<file path="config.mk">
export PLATFORM = sky130hd
export DESIGN_NAME = spu_adpcm_block_decoder
export DESIGN_NICKNAME = d
export VERILOG_FILES = /design/src/rtl/core/spu_adpcm_pkg.sv /design/src/rtl/core/spu_adpcm_block_decoder.sv
export SDC_FILE = /design/constraint.sdc
export NUM_CORES = 1
export LEC_CHECK = 0
export CAP_MARGIN = 5
export CORE_ASPECT_RATIO = 1.2
export CORE_UTILIZATION = 55
export CTS_CLUSTER_SIZE = 14
export DETAILED_ROUTE_END_ITERATION = 16
export DONT_BUFFER_PORTS = 1
export GPL_ROUTABILITY_DRIVEN = 1
export PLACE_DENSITY = 0.78
export SLEW_MARGIN = 20
export SYNTH_ARGS = -nofsm -noshare
export SYNTH_HDL_FRONTEND = slang
export SYNTH_SLANG_ARGS = --single-unit
export TNS_END_PERCENT = 5
</file>
<file path="constraint.sdc">
create_clock -name clk -period 17.11 [get_ports clk]
set_clock_uncertainty 0.15 [all_clocks]
set_input_delay 3.422 -clock clk [delete_from_list [all_inputs] [get_ports clk]]
set_output_delay 3.422 -clock clk [all_outputs]
set_load 0.02 [all_outputs]
</file>
<file path="src/rtl/core/spu_adpcm_pkg.sv">
package spu_adpcm_pkg;

  localparam logic [3:0] POS_HEADER = 4'd0;
  localparam logic [3:0] POS_FLAGS  = 4'd1;
  localparam logic [3:0] POS_LAST   = 4'd15;
  localparam logic [3:0] PRED_MAX   = 4'd4;

  localparam int SAMPLE_W = 32;
  localparam int COEF_W   = 8;
  localparam int PROD_W   = SAMPLE_W;

  localparam logic [1:0] PEND_NONE = 2'd0;
  localparam logic [1:0] PEND_HIGH = 2'd1;
  localparam logic [1:0] PEND_BOTH = 2'd2;

  typedef logic signed [COEF_W-1:0] coef_t;

  function automatic coef_t coef_newest(input logic [2:0] pred);
    coef_t k;
    case (pred)
      3'd1:    k = 8'sd60;
      3'd2:    k = 8'sd115;
      3'd3:    k = 8'sd98;
      3'd4:    k = 8'sd122;
      default: k = 8'sd0;
    endcase
    return k;
  endfunction

  function automatic coef_t coef_older(input logic [2:0] pred);
    coef_t k;
    case (pred)
      3'd2:    k = -8'sd52;
      3'd3:    k = -8'sd55;
      3'd4:    k = -8'sd60;
      default: k = 8'sd0;
    endcase
    return k;
  endfunction

endpackage

</file>
<file path="src/rtl/core/spu_adpcm_block_decoder.sv">
// Channel  Dir  tdata                    tuser
// in_      in   [7:0] in_byte            [0] new_tone
// out_     out  [31:0] sample            [0] loop_start_mark [1] loop_end_mark [2] repeat_mark
//                                        (tlast = block_last)
// Header and flags bytes give no transaction.
// A data byte gives two samples, low nibble first: one shared nibble decoder and the history
// registers produce one sample per cycle into the output register while the output is not stalled.
// rst_n is synchronous, active low, and clears position, header state and history.
// A stalled output holds the decoder; input is taken again once the second
// nibble of the pending byte is emitted.
module spu_adpcm_block_decoder
  import spu_adpcm_pkg::*;
(
  input  logic        clk,
  input  logic        rst_n,
  input  logic        in_tvalid,
  output logic        in_tready,
  input  logic [7:0]  in_tdata,   // [7:0] in_byte
  input  logic        in_tuser,   // [0] new_tone
  output logic        out_tvalid,
  input  logic        out_tready,
  output logic [31:0] out_tdata,  // [31:0] sample
  output logic        out_tlast,
  output logic [2:0]  out_tuser   // [0] loop_start [1] loop_end [2] repeat
);

  logic [3:0]                 byte_pos_r, byte_pos_nxt;
  logic [3:0]                 shift_r, shift_nxt;
  logic [2:0]                 pred_r, pred_nxt;
  logic [2:0]                 flags_r, flags_nxt;
  logic signed [SAMPLE_W-1:0] hist_new_r, hist_new_nxt;
  logic signed [SAMPLE_W-1:0] hist_old_r, hist_old_nxt;
  logic [1:0]                 pend_r, pend_nxt;
  logic [7:0]                 data_r, data_nxt;
  logic                       last_r, last_nxt;
  logic                       out_valid_r, out_valid_nxt;
  logic [SAMPLE_W-1:0]        out_data_r, out_data_nxt;
  logic                       out_last_r, out_last_nxt;
  logic [2:0]                 out_user_r, out_user_nxt;

  logic                       in_fire;
  logic                       emit;
  logic [3:0]                 pos_eff;
  logic [3:0]                 nib;
  logic signed [SAMPLE_W-1:0] nib_ext;
  logic signed [SAMPLE_W-1:0] base;
  logic signed [PROD_W-1:0]   prod_new, prod_old;
  logic signed [SAMPLE_W-1:0] term_new, term_old;
  logic signed [SAMPLE_W-1:0] smp;

  assign emit      = (pend_r != PEND_NONE) && (!out_valid_r || out_tready);
  assign in_tready = (pend_r == PEND_NONE) || ((pend_r == PEND_HIGH) && emit);
  assign in_fire   = in_tvalid && in_tready;
  assign pos_eff   = in_tuser ? POS_HEADER : byte_pos_r;

  assign nib      = (pend_r == PEND_BOTH) ? data_r[3:0] : data_r[7:4];
  assign nib_ext  = {{16{nib[3]}}, nib, 12'b0};
  assign base     = nib_ext >>> shift_r;
  assign prod_new = PROD_W'(hist_new_r) * PROD_W'(coef_newest(pred_r));
  assign prod_old = PROD_W'(hist_old_r) * PROD_W'(coef_older(pred_r));
  assign term_new = signed'(prod_new[SAMPLE_W-1:0]) >>> 6;
  assign term_old = signed'(prod_old[SAMPLE_W-1:0]) >>> 6;
  assign smp      = base + term_new + term_old;

  always_comb begin
    byte_pos_nxt  = byte_pos_r;
    shift_nxt     = shift_r;
    pred_nxt      = pred_r;
    flags_nxt     = flags_r;
    hist_new_nxt  = hist_new_r;
    hist_old_nxt  = hist_old_r;
    pend_nxt      = pend_r;
    data_nxt      = data_r;
    last_nxt      = last_r;
    out_valid_nxt = out_valid_r && !out_tready;
    out_data_nxt  = out_data_r;
    out_last_nxt  = out_last_r;
    out_user_nxt  = out_user_r;

    if (emit) begin
      hist_old_nxt  = hist_new_r;
      hist_new_nxt  = smp;
      pend_nxt      = pend_r - 2'd1;
      out_valid_nxt = 1'b1;
      out_data_nxt  = smp;
      out_last_nxt  = (pend_r == PEND_HIGH) && last_r;
      out_user_nxt  = {flags_r[1], flags_r[0], flags_r[2]};
    end

    if (in_fire) begin
      if (in_tuser) begin
        hist_new_nxt = '0;
        hist_old_nxt = '0;
      end
      byte_pos_nxt = pos_eff + 4'd1;
      case (pos_eff)
        POS_HEADER: begin
          shift_nxt = in_tdata[3:0];
          pred_nxt  = ({1'b0, in_tdata[6:4]} <= PRED_MAX && !in_tdata[7]) ?
                      in_tdata[6:4] : 3'd0;
        end
        POS_FLAGS: begin
          flags_nxt = in_tdata[2:0];
        end
        default: begin
          data_nxt = in_tdata;
          last_nxt = (pos_eff == POS_LAST);
          pend_nxt = PEND_BOTH;
        end
      endcase
    end
  end

  always_ff @(posedge clk) begin
    if (!rst_n) begin
      byte_pos_r  <= '0;
      shift_r     <= '0;
      pred_r      <= '0;
      flags_r     <= '0;
      hist_new_r  <= '0;
      hist_old_r  <= '0;
      pend_r      <= PEND_NONE;
      out_valid_r <= 1'b0;
    end else begin
      byte_pos_r  <= byte_pos_nxt;
      shift_r     <= shift_nxt;
      pred_r      <= pred_nxt;
      flags_r     <= flags_nxt;
      hist_new_r  <= hist_new_nxt;
      hist_old_r  <= hist_old_nxt;
      pend_r      <= pend_nxt;
      out_valid_r <= out_valid_nxt;
    end
  end

  always_ff @(posedge clk) begin
    data_r     <= data_nxt;
    last_r     <= last_nxt;
    out_data_r <= out_data_nxt;
    out_last_r <= out_last_nxt;
    out_user_r <= out_user_nxt;
  end

  assign out_tvalid = out_valid_r;
  assign out_tdata  = out_data_r;
  assign out_tlast  = out_last_r;
  assign out_tuser  = out_user_r;

`ifndef SYNTHESIS
  a_pend_range: assert property (@(posedge clk) disable iff (!rst_n)
    pend_r != 2'd3)
    else $error("pending nibble count out of range");

  a_no_accept_busy: assert property (@(posedge clk) disable iff (!rst_n)
    in_tready |-> pend_r != PEND_BOTH)
    else $error("input taken with two nibbles pending");

  a_low_then_high: assert property (@(posedge clk) disable iff (!rst_n)
    (pend_r == PEND_BOTH && emit) |=> pend_r == PEND_HIGH)
    else $error("high nibble not queued after low nibble");

  a_data_queued: assert property (@(posedge clk) disable iff (!rst_n)
    (in_fire && pos_eff != POS_HEADER && pos_eff != POS_FLAGS) |=> pend_r == PEND_BOTH)
    else $error("data byte not queued for decode");

  a_last_on_high: assert property (@(posedge clk) disable iff (!rst_n)
    (emit && pend_r == PEND_BOTH) |=> !out_tlast)
    else $error("block end marked on low nibble");
`endif

endmodule
</file>
==> impl_metrics.json <==
{
  "cp.arrival_ns": 10.21,
  "die_y_um": 199.7,
  "clockPowerShare_pct": 22.1,
  "cts-root-buf": "clkbuf_16",
  "dp_hpwl_um": 33160,
  "first_pass_iters": 7,
  "power_density_mw_per_mm2": 91.73,
  "antenna_found_initial": 0,
  "ff2ff_setup_slack_ns": 7.07,
  "fin_crit_ns": 10.04,
  "totalWireLength_um": 42210,
  "htreeDepth": 4,
  "hold_buffers": 0,
  "p_sw_share_pct": 48.21,
  "cts_sinks": 126,
  "cts_tree": "yes",
  "grt_util_all_layers_pct": 26.74,
  "seq_area_frac_synth_pct": 16.59,
  "max_freq_mhz": 99.56,
  "p_total_uw": 1729,
  "p_int_uw": 895.5,
  "hp-start": "flags_r[2]",
  "numPortBuffers": 0,
  "setup_viol": 0,
  "syn2layout_area_growth_pct": 5.203,
  "hold_viol": 0,
  "chipWidth_um": 166.8,
  "peakVddDrop_mv": 0.1451,
  "tns_ns": 0,
  "reg2reg_to": "hist_new_r[21]",
  "p_seq_share_pct": 35.2,
  "pwr-share-comb_pct": 42.8,
  "clk-insertion-delay-late_ns": 0.44,
  "end_kind": "register",
  "dominantRegCellSynth": "dfxtp_1",
  "drt_iter0_markers": 684,
  "async_flop_share_pct": 0,
  "start_util_pct": 55.71,
  "fin_crit_sh_pct": 58.71,
  "worst_ep_required_time_ns": 17.27,
  "maxSlewHeadroom_pct": 26.86,
  "rr_startpoint": "pred_r[1]",
  "drc": 0,
  "cts_resized": 0,
  "ys_types": 67,
  "coreArea_mm2": 0.03216,
  "crit_type": "register to register",
  "p_sw_uw": 833.5,
  "grt_pass1_wl_um": 70360,
  "wl_per_cell_um": 17.30,
  "crit_family": "adder cells",
  "clkTransAtPathRegs_ns": 0.08,
  "total_leakage_power_uw": 0.009384,
  "synth-seq-cells": 126,
  "cts_made_buffers": 17,
  "dp_cells": 2408,
  "antennaDiodeCount": 0,
  "num_rows": 72,
  "drv_cap": 0,
  "cts_setup_buffers": 0,
  "syn_avg_cell_area_um2": 8.647,
  "syn-num-nets": 2522,
  "gp_congestion": 0.9495,
  "max_stage_delay_ns": 0.56,
  "grt_max_degree": 98,
  "worstMarginPinSlew_ns": 1.097,
  "fillers": 2749,
  "die_area_mm2": 0.03330,
  "ant_nets": 0,
  "vias": 13841,
  "path_buf_inv": 7,
  "maxSlewViolCount": 0,
  "viasPerCell": 5.673,
  "worstSetupStartpointType": "register",
  "grt_pass1_vias": 14380,
  "status": "finished, final reports clean",
  "synth_area_mm2": 0.01792,
  "min_path_type": "register to register",
  "postSynthCellCount": 2072,
  "nets": 2470,
  "whs_ns": 0.2926,
  "crit_path_top_delay_cell": "dfxtp_1",
  "whs_path_depth": 0,
  "path_max_fanout": 58,
  "drive_above_1_share_pct": 3.640,
  "synth_edf_count": 45,
  "ys_warn_count": 0,
  "worst-r2r-cell-count": 33,
  "clockBufferDepth": 2,
  "hold_end": "out_tuser[0]",
  "finish.utilization_pct": 58.61,
  "overflow": 0,
  "rsz0062_at_grt": "no",
  "pin_count": 51,
  "finalNonFillerCells": 2440
}
==> state kept, by name, summed over array words and instances, names as in the netlist, 2 cells and up <==
register / flops
pend_r: 2
hist_old_r: 32
flags_r: 3
byte_pos_r: 4
shift_r: 4
out_tdata: 32
data_r: 8
hist_new_r: 32
out_tuser: 3
pred_r: 3
==> per-stage QoR <==
stage,cell area [µm²],setup slack [ns]
4_1_cts,18850,7.233
3_5_place_dp,18240,7.402
3_3_place_gp,18240,7.703
6_report,18850,7.065
5_1_grt,18850,6.463
2_1_floorplan,17920,9.084
==> power by group through the flow <==
stage          combinational, µW  clock, µW  sequential [µW]
3_5_place_dp                 724          0              610
4_1_cts                      729        381              606
5_1_grt                      814        395              618
6_report                     740        381              608
2_1_floorplan                582          0              531
3_3_place_gp                 701          0              611
==> logic make-up after synthesis <==
kind of cell    after synthesis  synth area share (%)
simple gates                636                 17.61
buf+inv                     478                 10.04
fa+ha+maj                   437                 40.24
compound gates              291                 10.30
flops                       126                 16.59
xor+xnor                     88                 4.302
mux                          16                0.9148
==> how the worst max path moves through the flow <==
| stage | to | cells past startpoint | start |
|---|---|---|---|
| after floorplan | hist_new_r[26] | 35 | pred_r[0] |
| after global placement | hist_new_r[26] | 35 | pred_r[1] |
| after detailed placement | hist_new_r[26] | 35 | pred_r[1] |
| after CTS | hist_new_r[26] | 32 | pred_r[1] |
| after global routing | hist_new_r[31] | 33 | pred_r[1] |
| final | hist_new_r[21] | 33 | pred_r[1] |
==> area by class of cell <==
| cell class | count | area [µm²] | share of cell area, % |
|---|---|---|---|
| multi-input cells | 1468 | 13170 | 69.90 |
| flip-flops and latches | 126 | 2973 | 15.77 |
| inverters | 394 | 1481 | 7.860 |
| well taps | 407 | 509.2 | 2.702 |
| clock buffers | 17 | 425.4 | 2.257 |
| clock inverters | 15 | 187.7 | 0.9958 |
| repair buffers | 13 | 97.59 | 0.5178 |
==> layer usage <==
metal / part of all wire, % / vias to the layer above / track usage, %
met3: 4.0 / 133 / 3.248
met2: 52 / 414 / 49.39
met1: 39 / 6830 / 30.37
met4: 4.9 / 0 / 14.09
met5: 0 / - / 0
li1: - / 6464 / -
==> layout by cell type, fill, tap and decap left out, types with 20 or more instances in the layout <==
cell,Yosys,final
a21oi_1,112,110
and2_1,131,131
and3_1,35,35
dfxtp_1,81,81
edfxtp_1,45,45
fa_1,232,232
ha_1,205,205
inv_1,393,393
nand2_1,246,245
nand3_1,24,24
nor2_1,76,75
nor2b_1,54,53
o21a_1,20,20
o21ai_0,47,47
xnor2_1,63,63
xor2_1,25,25
==> Yosys cell counts (3+ instances only) <==
library cell	n	share of area, %
clkbuf_1	79	1.7
mux2i_1	13	0.73
xor2_1	25	1.2
nand2_1	246	5.2
and3_1	35	1.2
o21ai_1	5	0.14
ha_1	205	14
fa_1	232	26
o211ai_1	8	0.34
mux2_2	3	0.19
inv_1	393	8.2
nand2b_1	14	0.49
nand4_1	10	0.35
a31oi_1	12	0.42
dfxtp_1	81	9.1
nor2b_1	54	1.9
and2_1	131	4.6
or2_2	3	0.10
o21ai_0	47	1.3
a22oi_1	4	0.17
xnor2_1	63	3.1
or4_1	5	0.21
a31o_2	7	0.34
or3_1	6	0.21
nor4_1	5	0.17
a21oi_1	112	3.1
o22ai_1	3	0.10
nor3_1	17	0.47
nor2_1	76	1.6
edfxtp_1	45	7.5
buf_2	4	0.11
o31ai_1	7	0.29
nand3_1	24	0.67
a21boi_0	5	0.21
o21a_1	20	0.84
a21o_1	13	0.54
a211oi_1	6	0.25
o21bai_1	10	0.42
o31a_1	4	0.20
Note: power is estimated with default switching activity, not from simulation.
